File: config.mk
export PLATFORM = sky130hd
export DESIGN_NAME = failed_login_source_blocker_unit_flat
export DESIGN_NICKNAME = d
export VERILOG_FILES = /design/src/sv/flsb_pkg.sv /design/src/sv/flsb_if.sv /design/src/sv/flsb_ram.sv /design/src/sv/flsb_apply.sv /design/src/sv/failed_login_source_blocker_unit.sv /design/src/flat_wrapper.sv
export SDC_FILE = /design/constraint.sdc
export NUM_CORES = 2
export LEC_CHECK = 0
export ABC_AREA = 1
export BUFFER_PORTS_ARGS = -buffer_cell sky130_fd_sc_hd__buf_2
export CAP_MARGIN = 5
export CORE_MARGIN = 10
export CORE_UTILIZATION = 55
export CTS_BUF_LIST = sky130_fd_sc_hd__clkbuf_4 sky130_fd_sc_hd__clkbuf_8
export CTS_CLUSTER_DIAMETER = 40
export DETAILED_ROUTE_END_ITERATION = 8
export MAX_ROUTING_LAYER = met4
export PLACE_DENSITY = 0.71
export SLEW_MARGIN = 20
export SYNTH_ARGS = -nofsm -noshare
export SYNTH_HDL_FRONTEND = slang
export SYNTH_SLANG_ARGS = --single-unit
File: constraint.sdc
create_clock -name i_clk -period 6.7 [get_ports i_clk]
set_input_delay 1.005 -clock i_clk [delete_from_list [all_inputs] [get_ports i_clk]]
set_output_delay 1.005 -clock i_clk [all_outputs]
set_load 0.02 [all_outputs]
File: src/sv/flsb_pkg.sv
`default_nettype none
package flsb_pkg;

    localparam int TABLE_DEPTH = 16;
    localparam int IDX_W       = (TABLE_DEPTH > 1) ? $clog2(TABLE_DEPTH) : 1;
    localparam int CNT_W       = $clog2(TABLE_DEPTH + 1);

    localparam int ADDR_W  = 32;
    localparam int TIME_W  = 32;
    localparam int FAIL_W  = 8;
    localparam int SECS_W  = 16;
    localparam int REQ_W   = 2;
    localparam int CFG_IDX_W  = 1;
    localparam int CFG_DATA_W = 16;

    localparam logic [FAIL_W-1:0] FAIL_MAX       = '1;
    localparam logic [FAIL_W-1:0] LIMIT_RESET    = 8'd5;
    localparam logic [SECS_W-1:0] BLOCK_RESET    = 16'd300;

    typedef enum logic [REQ_W-1:0] {
        REQ_CHECK   = 2'd0,
        REQ_FAIL    = 2'd1,
        REQ_SUCCESS = 2'd2,
        REQ_COUNT   = 2'd3
    } t_req;

    typedef enum logic [CFG_IDX_W-1:0] {
        CFG_LIMIT = 1'd0,
        CFG_BLOCK = 1'd1
    } t_cfg_idx;

    typedef struct packed {
        logic [ADDR_W-1:0] key;
        logic [FAIL_W-1:0] cnt;
        logic              blk;
        logic [TIME_W-1:0] expiry;
    } t_entry;

    localparam int ENTRY_W = $bits(t_entry);

endpackage
`default_nettype wire

File: src/sv/flsb_if.sv
`default_nettype none
interface flsb_in_if;
    logic                            valid;
    logic                            ready;
    logic [flsb_pkg::REQ_W-1:0]      req_type;
    logic [flsb_pkg::ADDR_W-1:0]     source_addr;
    logic [flsb_pkg::TIME_W-1:0]     now_seconds;

    modport source (output valid, req_type, source_addr, now_seconds, input ready);
    modport sink   (input valid, req_type, source_addr, now_seconds, output ready);
endinterface

interface flsb_out_if;
    logic                            valid;
    logic                            ready;
    logic                            blk_flag;
    logic [flsb_pkg::FAIL_W-1:0]     fail_count;
    logic                            table_full;

    modport source (output valid, blk_flag, fail_count, table_full, input ready);
    modport sink   (input valid, blk_flag, fail_count, table_full, output ready);
endinterface

interface flsb_cfg_if;
    logic                              valid;
    logic                              ready;
    logic [flsb_pkg::CFG_IDX_W-1:0]    index;
    logic [flsb_pkg::CFG_DATA_W-1:0]   data;

    modport source (output valid, index, data, input ready);
    modport sink   (input valid, index, data, output ready);
endinterface
`default_nettype wire

File: src/sv/flsb_ram.sv
`default_nettype none
module flsb_ram #(
    parameter int WIDTH = 8,
    parameter int DEPTH = 16
) (
    input  wire logic                                    i_clk,
    input  wire logic                                    i_we,
    input  wire logic [((DEPTH > 1) ? $clog2(DEPTH) : 1)-1:0] i_waddr,
    input  wire logic [WIDTH-1:0]                        i_wdata,
    input  wire logic [((DEPTH > 1) ? $clog2(DEPTH) : 1)-1:0] i_raddr,
    output logic      [WIDTH-1:0]                        o_rdata
);

    logic [WIDTH-1:0] r_mem [DEPTH];

    always_ff @(posedge i_clk) begin
        if (i_we) begin
            r_mem[i_waddr] <= i_wdata;
        end
        o_rdata <= r_mem[i_raddr];
    end

endmodule
`default_nettype wire

File: src/sv/flsb_apply.sv
`default_nettype none
module flsb_apply (
    input  wire flsb_pkg::t_entry                  i_ent,
    input  wire flsb_pkg::t_req                    i_req,
    input  wire logic [flsb_pkg::TIME_W-1:0]       i_now,
    input  wire logic [flsb_pkg::FAIL_W-1:0]       i_limit,
    input  wire logic [flsb_pkg::SECS_W-1:0]       i_block_secs,
    output flsb_pkg::t_entry                       o_ent
);

    logic [flsb_pkg::TIME_W:0]   sum;
    logic [flsb_pkg::TIME_W-1:0] until_sat;
    logic [flsb_pkg::FAIL_W-1:0] cnt_inc;

    assign sum = {1'b0, i_now} + {{(flsb_pkg::TIME_W + 1 - flsb_pkg::SECS_W){1'b0}}, i_block_secs};
    assign until_sat = sum[flsb_pkg::TIME_W] ? '1 : sum[flsb_pkg::TIME_W-1:0];
    assign cnt_inc = (i_ent.cnt != flsb_pkg::FAIL_MAX) ? i_ent.cnt + 1'b1 : i_ent.cnt;

    always_comb begin
        o_ent = i_ent;
        case (i_req)
            flsb_pkg::REQ_FAIL: begin
                o_ent.cnt = cnt_inc;
                if (cnt_inc >= i_limit) begin
                    o_ent.blk    = 1'b1;
                    o_ent.expiry = until_sat;
                end
            end
            flsb_pkg::REQ_SUCCESS: begin
                o_ent.cnt = '0;
                o_ent.blk = 1'b0;
            end
            flsb_pkg::REQ_CHECK, flsb_pkg::REQ_COUNT: begin
                o_ent = i_ent;
            end
            default: begin
                o_ent = i_ent;
            end
        endcase
    end

endmodule
`default_nettype wire

File: src/sv/failed_login_source_blocker_unit.sv
// Failed-login source blocker.
// i_req carries one request item: req_type, source_addr, now_seconds. o_res
// returns one result item per request: blk_flag, fail_count, table_full.
// i_cfg writes attempt_limit (index 0) or block_seconds (index 1); it is
// always ready and should only be used while no request is in flight.
// A request is looked up by scanning the entry RAM one entry per cycle
// through a single key comparator. A found entry is checked for expiry; a
// found or new entry is then updated and written back. When the table is
// full, no entry is written and the result is returned with table_full set.
// Only one request is in work at a time; i_req.ready is high only when idle,
// so the next item can be accepted in the same cycle the result shows up.
// The result sits in an output register, so the next request is accepted
// while a result waits. If o_res stalls and a second result is done, the
// block holds it internally until the output register frees up.
// Reset empties the table (entries_used = 0) and restores attempt_limit 5
// and block_seconds 300; no clearing pass is needed.
`default_nettype none
module failed_login_source_blocker_unit (
    input  wire logic  i_clk,
    input  wire logic  i_rst_n,
    flsb_in_if.sink    i_req,
    flsb_out_if.source o_res,
    flsb_cfg_if.sink   i_cfg
);

    typedef enum logic [4:0] {
        S_IDLE  = 5'b00001,
        S_SCAN  = 5'b00010,
        S_EXP   = 5'b00100,
        S_APPLY = 5'b01000,
        S_OUT   = 5'b10000
    } t_state;

    t_state                         r_state, n_state;
    logic [flsb_pkg::CNT_W-1:0]     r_idx, n_idx;
    logic [flsb_pkg::CNT_W-1:0]     r_used, n_used;
    logic                           r_pend, n_pend;
    logic [flsb_pkg::IDX_W-1:0]     r_pidx, n_pidx;
    logic [flsb_pkg::IDX_W-1:0]     r_slot, n_slot;
    flsb_pkg::t_entry               r_ent, n_ent;
    flsb_pkg::t_req                 r_req, n_req;
    logic [flsb_pkg::ADDR_W-1:0]    r_addr, n_addr;
    logic [flsb_pkg::TIME_W-1:0]    r_now, n_now;
    logic                           r_full, n_full;
    logic [flsb_pkg::FAIL_W-1:0]    r_limit;
    logic [flsb_pkg::SECS_W-1:0]    r_bsecs;
    logic                           r_ovalid, n_ovalid;
    logic                           r_oblk, n_oblk;
    logic [flsb_pkg::FAIL_W-1:0]    r_ocnt, n_ocnt;
    logic                           r_ofull, n_ofull;

    logic [flsb_pkg::ENTRY_W-1:0]   ram_rdata;
    flsb_pkg::t_entry               rd_ent;
    flsb_pkg::t_entry               upd_ent;
    logic                           ram_we;
    logic                           hit;

    assign rd_ent = flsb_pkg::t_entry'(ram_rdata);
    assign hit    = r_pend && (rd_ent.key == r_addr);
    assign ram_we = (r_state == S_APPLY);

    flsb_ram #(
        .WIDTH (flsb_pkg::ENTRY_W),
        .DEPTH (flsb_pkg::TABLE_DEPTH)
    ) u_ram (
        .i_clk   (i_clk),
        .i_we    (ram_we),
        .i_waddr (r_slot),
        .i_wdata (upd_ent),
        .i_raddr (r_idx[flsb_pkg::IDX_W-1:0]),
        .o_rdata (ram_rdata)
    );

    flsb_apply u_apply (
        .i_ent        (r_ent),
        .i_req        (r_req),
        .i_now        (r_now),
        .i_limit      (r_limit),
        .i_block_secs (r_bsecs),
        .o_ent        (upd_ent)
    );

    assign i_req.ready      = (r_state == S_IDLE);
    assign i_cfg.ready      = 1'b1;
    assign o_res.valid      = r_ovalid;
    assign o_res.blk_flag   = r_oblk;
    assign o_res.fail_count = r_ocnt;
    assign o_res.table_full = r_ofull;

    always_comb begin
        n_state  = r_state;
        n_idx    = r_idx;
        n_used   = r_used;
        n_pend   = r_pend;
        n_pidx   = r_pidx;
        n_slot   = r_slot;
        n_ent    = r_ent;
        n_req    = r_req;
        n_addr   = r_addr;
        n_now    = r_now;
        n_full   = r_full;
        n_ovalid = r_ovalid && !o_res.ready;
        n_oblk   = r_oblk;
        n_ocnt   = r_ocnt;
        n_ofull  = r_ofull;
        case (r_state)
            S_IDLE: begin
                if (i_req.valid) begin
                    n_req   = flsb_pkg::t_req'(i_req.req_type);
                    n_addr  = i_req.source_addr;
                    n_now   = i_req.now_seconds;
                    n_idx   = '0;
                    n_pend  = 1'b0;
                    n_full  = 1'b0;
                    n_state = S_SCAN;
                end
            end
            S_SCAN: begin
                if (hit) begin
                    n_ent   = rd_ent;
                    n_slot  = r_pidx;
                    n_pend  = 1'b0;
                    n_state = S_EXP;
                end else if (r_idx == r_used) begin
                    n_pend = 1'b0;
                    if (r_used == flsb_pkg::CNT_W'(flsb_pkg::TABLE_DEPTH)) begin
                        n_full    = 1'b1;
                        n_ent.cnt = '0;
                        n_ent.blk = 1'b0;
                        n_state   = S_OUT;
                    end else begin
                        n_ent.key    = r_addr;
                        n_ent.cnt    = '0;
                        n_ent.blk    = 1'b0;
                        n_ent.expiry = '0;
                        n_slot       = r_used[flsb_pkg::IDX_W-1:0];
                        n_used       = r_used + 1'b1;
                        n_state      = S_APPLY;
                    end
                end else begin
                    n_pend = 1'b1;
                    n_pidx = r_idx[flsb_pkg::IDX_W-1:0];
                    n_idx  = r_idx + 1'b1;
                end
            end
            S_EXP: begin
                if (r_ent.blk && (r_now >= r_ent.expiry)) begin
                    n_ent.blk = 1'b0;
                    n_ent.cnt = '0;
                end
                n_state = S_APPLY;
            end
            S_APPLY: begin
                n_ent   = upd_ent;
                n_state = S_OUT;
            end
            S_OUT: begin
                if (!r_ovalid || o_res.ready) begin
                    n_ovalid = 1'b1;
                    n_oblk   = r_ent.blk & ~r_full;
                    n_ocnt   = r_ent.cnt;
                    n_ofull  = r_full;
                    n_state  = S_IDLE;
                end
            end
            default: begin
                n_state = S_IDLE;
            end
        endcase
    end

    always_ff @(posedge i_clk) begin
        if (!i_rst_n) begin
            r_state  <= S_IDLE;
            r_used   <= '0;
            r_pend   <= 1'b0;
            r_ovalid <= 1'b0;
            r_limit  <= flsb_pkg::LIMIT_RESET;
            r_bsecs  <= flsb_pkg::BLOCK_RESET;
        end else begin
            r_state  <= n_state;
            r_used   <= n_used;
            r_pend   <= n_pend;
            r_ovalid <= n_ovalid;
            if (i_cfg.valid) begin
                case (flsb_pkg::t_cfg_idx'(i_cfg.index))
                    flsb_pkg::CFG_LIMIT: r_limit <= i_cfg.data[flsb_pkg::FAIL_W-1:0];
                    flsb_pkg::CFG_BLOCK: r_bsecs <= i_cfg.data[flsb_pkg::SECS_W-1:0];
                    default: begin
                        r_limit <= r_limit;
                    end
                endcase
            end
        end
    end

    always_ff @(posedge i_clk) begin
        r_idx   <= n_idx;
        r_pidx  <= n_pidx;
        r_slot  <= n_slot;
        r_ent   <= n_ent;
        r_req   <= n_req;
        r_addr  <= n_addr;
        r_now   <= n_now;
        r_full  <= n_full;
        r_oblk  <= n_oblk;
        r_ocnt  <= n_ocnt;
        r_ofull <= n_ofull;
    end

endmodule
`default_nettype wire

File: src/flat_wrapper.sv
// flat-port wrapper written by rule: the top's interface ports become plain ports
module failed_login_source_blocker_unit_flat 
  (i_clk, i_rst_n, i_req_valid, i_req_req_type, i_req_source_addr, i_req_now_seconds, i_req_ready, o_res_valid, o_res_blk_flag, o_res_fail_count, o_res_table_full, o_res_ready, i_cfg_valid, i_cfg_index, i_cfg_data, i_cfg_ready);
  flsb_in_if i_req_i ();
  flsb_out_if o_res_i ();
  flsb_cfg_if i_cfg_i ();
  input  wire logic i_clk;
  input  wire logic i_rst_n;
  input wire logic [$bits(i_req_i.valid)-1:0] i_req_valid;
  input wire logic [$bits(i_req_i.req_type)-1:0] i_req_req_type;
  input wire logic [$bits(i_req_i.source_addr)-1:0] i_req_source_addr;
  input wire logic [$bits(i_req_i.now_seconds)-1:0] i_req_now_seconds;
  output wire logic [$bits(i_req_i.ready)-1:0] i_req_ready;
  output wire logic [$bits(o_res_i.valid)-1:0] o_res_valid;
  output wire logic [$bits(o_res_i.blk_flag)-1:0] o_res_blk_flag;
  output wire logic [$bits(o_res_i.fail_count)-1:0] o_res_fail_count;
  output wire logic [$bits(o_res_i.table_full)-1:0] o_res_table_full;
  input wire logic [$bits(o_res_i.ready)-1:0] o_res_ready;
  input wire logic [$bits(i_cfg_i.valid)-1:0] i_cfg_valid;
  input wire logic [$bits(i_cfg_i.index)-1:0] i_cfg_index;
  input wire logic [$bits(i_cfg_i.data)-1:0] i_cfg_data;
  output wire logic [$bits(i_cfg_i.ready)-1:0] i_cfg_ready;
  assign i_req_i.valid = i_req_valid;
  assign i_req_i.req_type = i_req_req_type;
  assign i_req_i.source_addr = i_req_source_addr;
  assign i_req_i.now_seconds = i_req_now_seconds;
  assign i_req_ready = i_req_i.ready;
  assign o_res_valid = o_res_i.valid;
  assign o_res_blk_flag = o_res_i.blk_flag;
  assign o_res_fail_count = o_res_i.fail_count;
  assign o_res_table_full = o_res_i.table_full;
  assign o_res_i.ready = o_res_ready;
  assign i_cfg_i.valid = i_cfg_valid;
  assign i_cfg_i.index = i_cfg_index;
  assign i_cfg_i.data = i_cfg_data;
  assign i_cfg_ready = i_cfg_i.ready;
  failed_login_source_blocker_unit u_core (.i_clk(i_clk), .i_rst_n(i_rst_n), .i_req(i_req_i), .o_res(o_res_i), .i_cfg(i_cfg_i));
endmodule
==> flow_summary.yaml <==
critical_path:
  end_kind: "flip-flop"
  required_ns: 7.25
  slowest_delay_ns: 0.60
  crit_chain: "ha_1, nand3_1, inv_1, nand4_2, inv_1, nor2_1, inv_1, ha_1, nand2_1, nor2_1, nand4_1, nand3_1, nand2_1, buf_4, inv_2, buf_4, nand4_1, and2_1"
  cpMaxStageDelayCell: "inv_2"
  worst_path_dominant_cell_family: "simple AND/OR/NAND/NOR gates"
  cp_common_cell: "inv_1"
  setup.worst_path.class: "reg2reg"
  critPathArrivalTime_ns: 4.90
  worstPathMaxFanout: 28
  critical_path_source: "u_core.r_ent[33]$_DFFE_PP_"
  worst_setup_path_start_kind: "flip-flop"
  crit_buf_inv: 6
  regToRegStartpoint: "u_core.r_ent[33]$_DFFE_PP_"
  setup.reg_to_reg.worst_slack_ns: 2.35
floorplanning:
  std_cell_rows: 119
  core_region_area_um2: 105000
  start_util_pct: 55.5
  die_h_um: 346
  num_io_pins: 101
  area_enclosed_by_the_die_boundary_um2: 120000
  die_width_um: 346
sta:
  finalCriticalPeriod_ns: 4.35
  fin_worst_skew_ns: 0.0455
  final-hold-violation-count: 0
  rsz0062_at_grt: "no"
  timing.final.crit_share_pct: 64.9
  max_clock_freq_mhz: 230
  max_slew_margin_pct: 8.15
  slew_violations: 0
  setup-tns-final_ns: 0
  finalSetupViolCount: 0
  timing_worst_slew_pin_value_ns: 1.38
global_routing:
  grt_start_max_net_pins: 253
  antenna_violations_before_repair: 1
  track_usage_pct: 25.0
  grt.overflow.total: 0
  wire_length_of_the_first_global_routing_pass_um: 222000
  via_count_of_the_first_global_routing_pass: 35973
pwr:
  leakagePower_nw: 23.1
  peakVddDrop_uv: 180
  seqPwrFrac_pct: 52.1
  switching_share_pct: 24.7
  power.share.combinational_pct: 9.6
  clock_power_share_pct: 38.2
  cellInternalPower_mw: 14.7
  pwr_density_cell_nw_per_um2: 300
  power.net_switching_mw: 4.81
cts:
  holdBufCountCts: 0
  tritoncts: "yes"
  clk_pin_slew_ns: 0.06
  cts_buffers: 223
  cts_setup_buffers: 0
  clock_tree.buffer_depth: 3
  cts_sinks: 1440
  post_cts.resized_instances: 0
  clock_tree.root_cell: "clkbuf_8"
  worst_skew_pair.late_latency_ns: 0.91
  ctsHtreeMaxLevel: 4
routing:
  detail_route_antenna_nets: 0
  count_of_routing_violations_after_the_opening_detailed_route_iteration: 4759
  route.vias.total: 37874
  drt-vias-per-instance: 5.98
  firstDrtPassIters: 6
  drc: 0
  wirelength_um: 150000
  routedWlPerCell_um: 23.7
logic_synthesis:
  synth_cells: 4635
  synth.lib_cells_used.distinct: 46
  seq_area_frac_synth_pct: 72.0
  syn-num-nets: 4786
  synth-edff-count: 1331
  syn-mean-instance-area_um2: 12.6
  synth_ff_type: "edfxtp_1"
  fraction_of_post_synthesis_cell_area_in_the_top_cell_type_by_area_pct: 68.3
  ys_top_cells_by_area: "edfxtp_1, nor2_1, nand2_1"
  ys_seq_elements: 1440
  synth_largest_area_cell: "edfxtp_1"
  netlist_area_um2: 58500
  synth.yosys.warnings: 0
  fraction_of_registers_with_async_set_or_reset_after_synthesis_pct: 0
cells_and_area:
  filler_cell_count: 8013
  post_route_cells_drive_above_1_share_pct: 12.7
  multiInputGateArea_um2: 14400
  layout.area.seq_um2: 42200
  fin_nets: 4898
  fin_cells: 6332
  area_delta_synth_final_pct: 11.2
placed_design:
  port_buffers: 99
  post-place-cells: 5913
  finalWeightedCongestion: 0.957
  detailed_place_hpwl_um: 78200
worst_hold_path:
  min_from: "i_req_source_addr[21]"
  hp-class: "in2reg"
flow_run:
  drv.max_cap_violation_count: 0
run_status:
  status: "complete, no violations"
## cell type report
cell class / count / area share [%]
Clock buffer: 345 / 6.29
Inverter: 251 / 1.47
Sequential cell: 1440 / 64.8
Timing Repair Buffer: 167 / 1.75
Tap cell: 1391 / 2.68
Antenna cell: 1 / 0.00385
Clock inverter: 73 / 0.829
Multi-Input combinational cell: 2664 / 22.2
## per-layer routing
metal	GRT usage [%]	wire length (um)
met5	-	0
met4	8.14	3960
met3	4.49	13800
met2	38.3	69500
met1	33.8	62600
## metrics by stage
stage	hold WS, ns	total power [mW]	utilization (%)	instance area, um2	setup WS, ns
floorplan	0.421	11.6	-	58500	1.66
global placement	0.454	12.2	57.3	60400	2.55
detailed placement	0.464	12.2	57.3	60400	2.41
CTS	0.220	19.6	61.7	65000	2.41
global route	0.249	20.2	61.7	65000	2.06
finish	0.291	19.5	61.7	65000	2.35
## synthesized netlist by cell type (10+ instances only)
cell	instances
nor2_1	779
nand2_1	593
o211ai_1	33
buf_2	60
ha_1	62
o32ai_1	174
o221ai_1	118
inv_1	242
o21ai_0	338
edfxtp_1	1331
nor3_1	17
dfxtp_1	109
mux2i_1	118
and2_1	13
nand4_1	25
clkbuf_1	197
xor2_1	10
a21oi_1	50
buf_1	15
nand3_1	244
xnor2_1	21
## cell families (layout without fill, tap and decap cells)
| logic type | Yosys count | count (layout) | synth area share, % |
|---|---|---|---|
| fa+ha+maj | 63 | 63 | 1.36 |
| other cells | 1 | 2 | 0.00641 |
| buf+inv | 531 | 836 | 3.60 |
| mux | 118 | 118 | 2.02 |
| compound gates | 742 | 742 | 8.49 |
| flops | 1440 | 1440 | 72.0 |
| xor+xnor | 31 | 31 | 0.464 |
| simple gates | 1709 | 1709 | 12.0 |
## cell usage in the layout, fill, tap and decap left out, drive strengths merged, types with 2 or more instances in the layout
master,Yosys,layout
mux2i,118,118
o221ai,118,118
clkbuf,197,345
edfxtp,1331,1331
nor3,22,22
o211ai,33,33
nand2,600,600
inv,250,259
clkinv,1,51
a21oi,51,51
nand3,248,248
a22o,5,5
nand3b,7,7
ha,62,62
o21a,6,6
bufinv,0,5
o21ai,350,350
nor2,783,783
o32ai,174,174
o22ai,2,2
xnor2,21,21
nand4,33,33
xor2,10,10
buf,83,167
o21bai,2,2
clkinvlp,0,9
and2,13,13
dfxtp,109,109
## final timing paths
| check | end | cells past startpoint |
|---|---|---|
| worst max-delay path | u_core.u_ram.r_mem[9][23]$_DFFE_PP_ | 18 |
| worst min-delay path | u_core.r_addr[21]$_DFFE_PP_ | 1 |
| worst max register to register | u_core.u_ram.r_mem[9][23]$_DFFE_PP_ | 18 |
| worst min register to register | u_core.r_ent[63]$_DFFE_PP_ | 0 |
## registers in the layout (all words and copies together) (netlist names), 8 cells and up
signal / flops
u_core.o_res.fail_count: 8
u_core.r_addr: 32
u_core.r_bsecs: 16
u_core.r_ent: 73
u_core.r_limit: 8
u_core.r_now: 32
u_core.u_ram.o_rdata: 73
u_core.u_ram.r_mem: 1168
## power groups by stage
stage	Combinational, mW	Clock, mW	Sequential (mW)
after floorplan	1.31	0	10.3
after global placement	1.82	0	10.3
after detailed placement	1.85	0	10.3
after CTS	1.86	7.55	10.2
after global routing	2.07	7.97	10.2
final	1.88	7.46	10.2
Power figures use the tool's default switching activity.
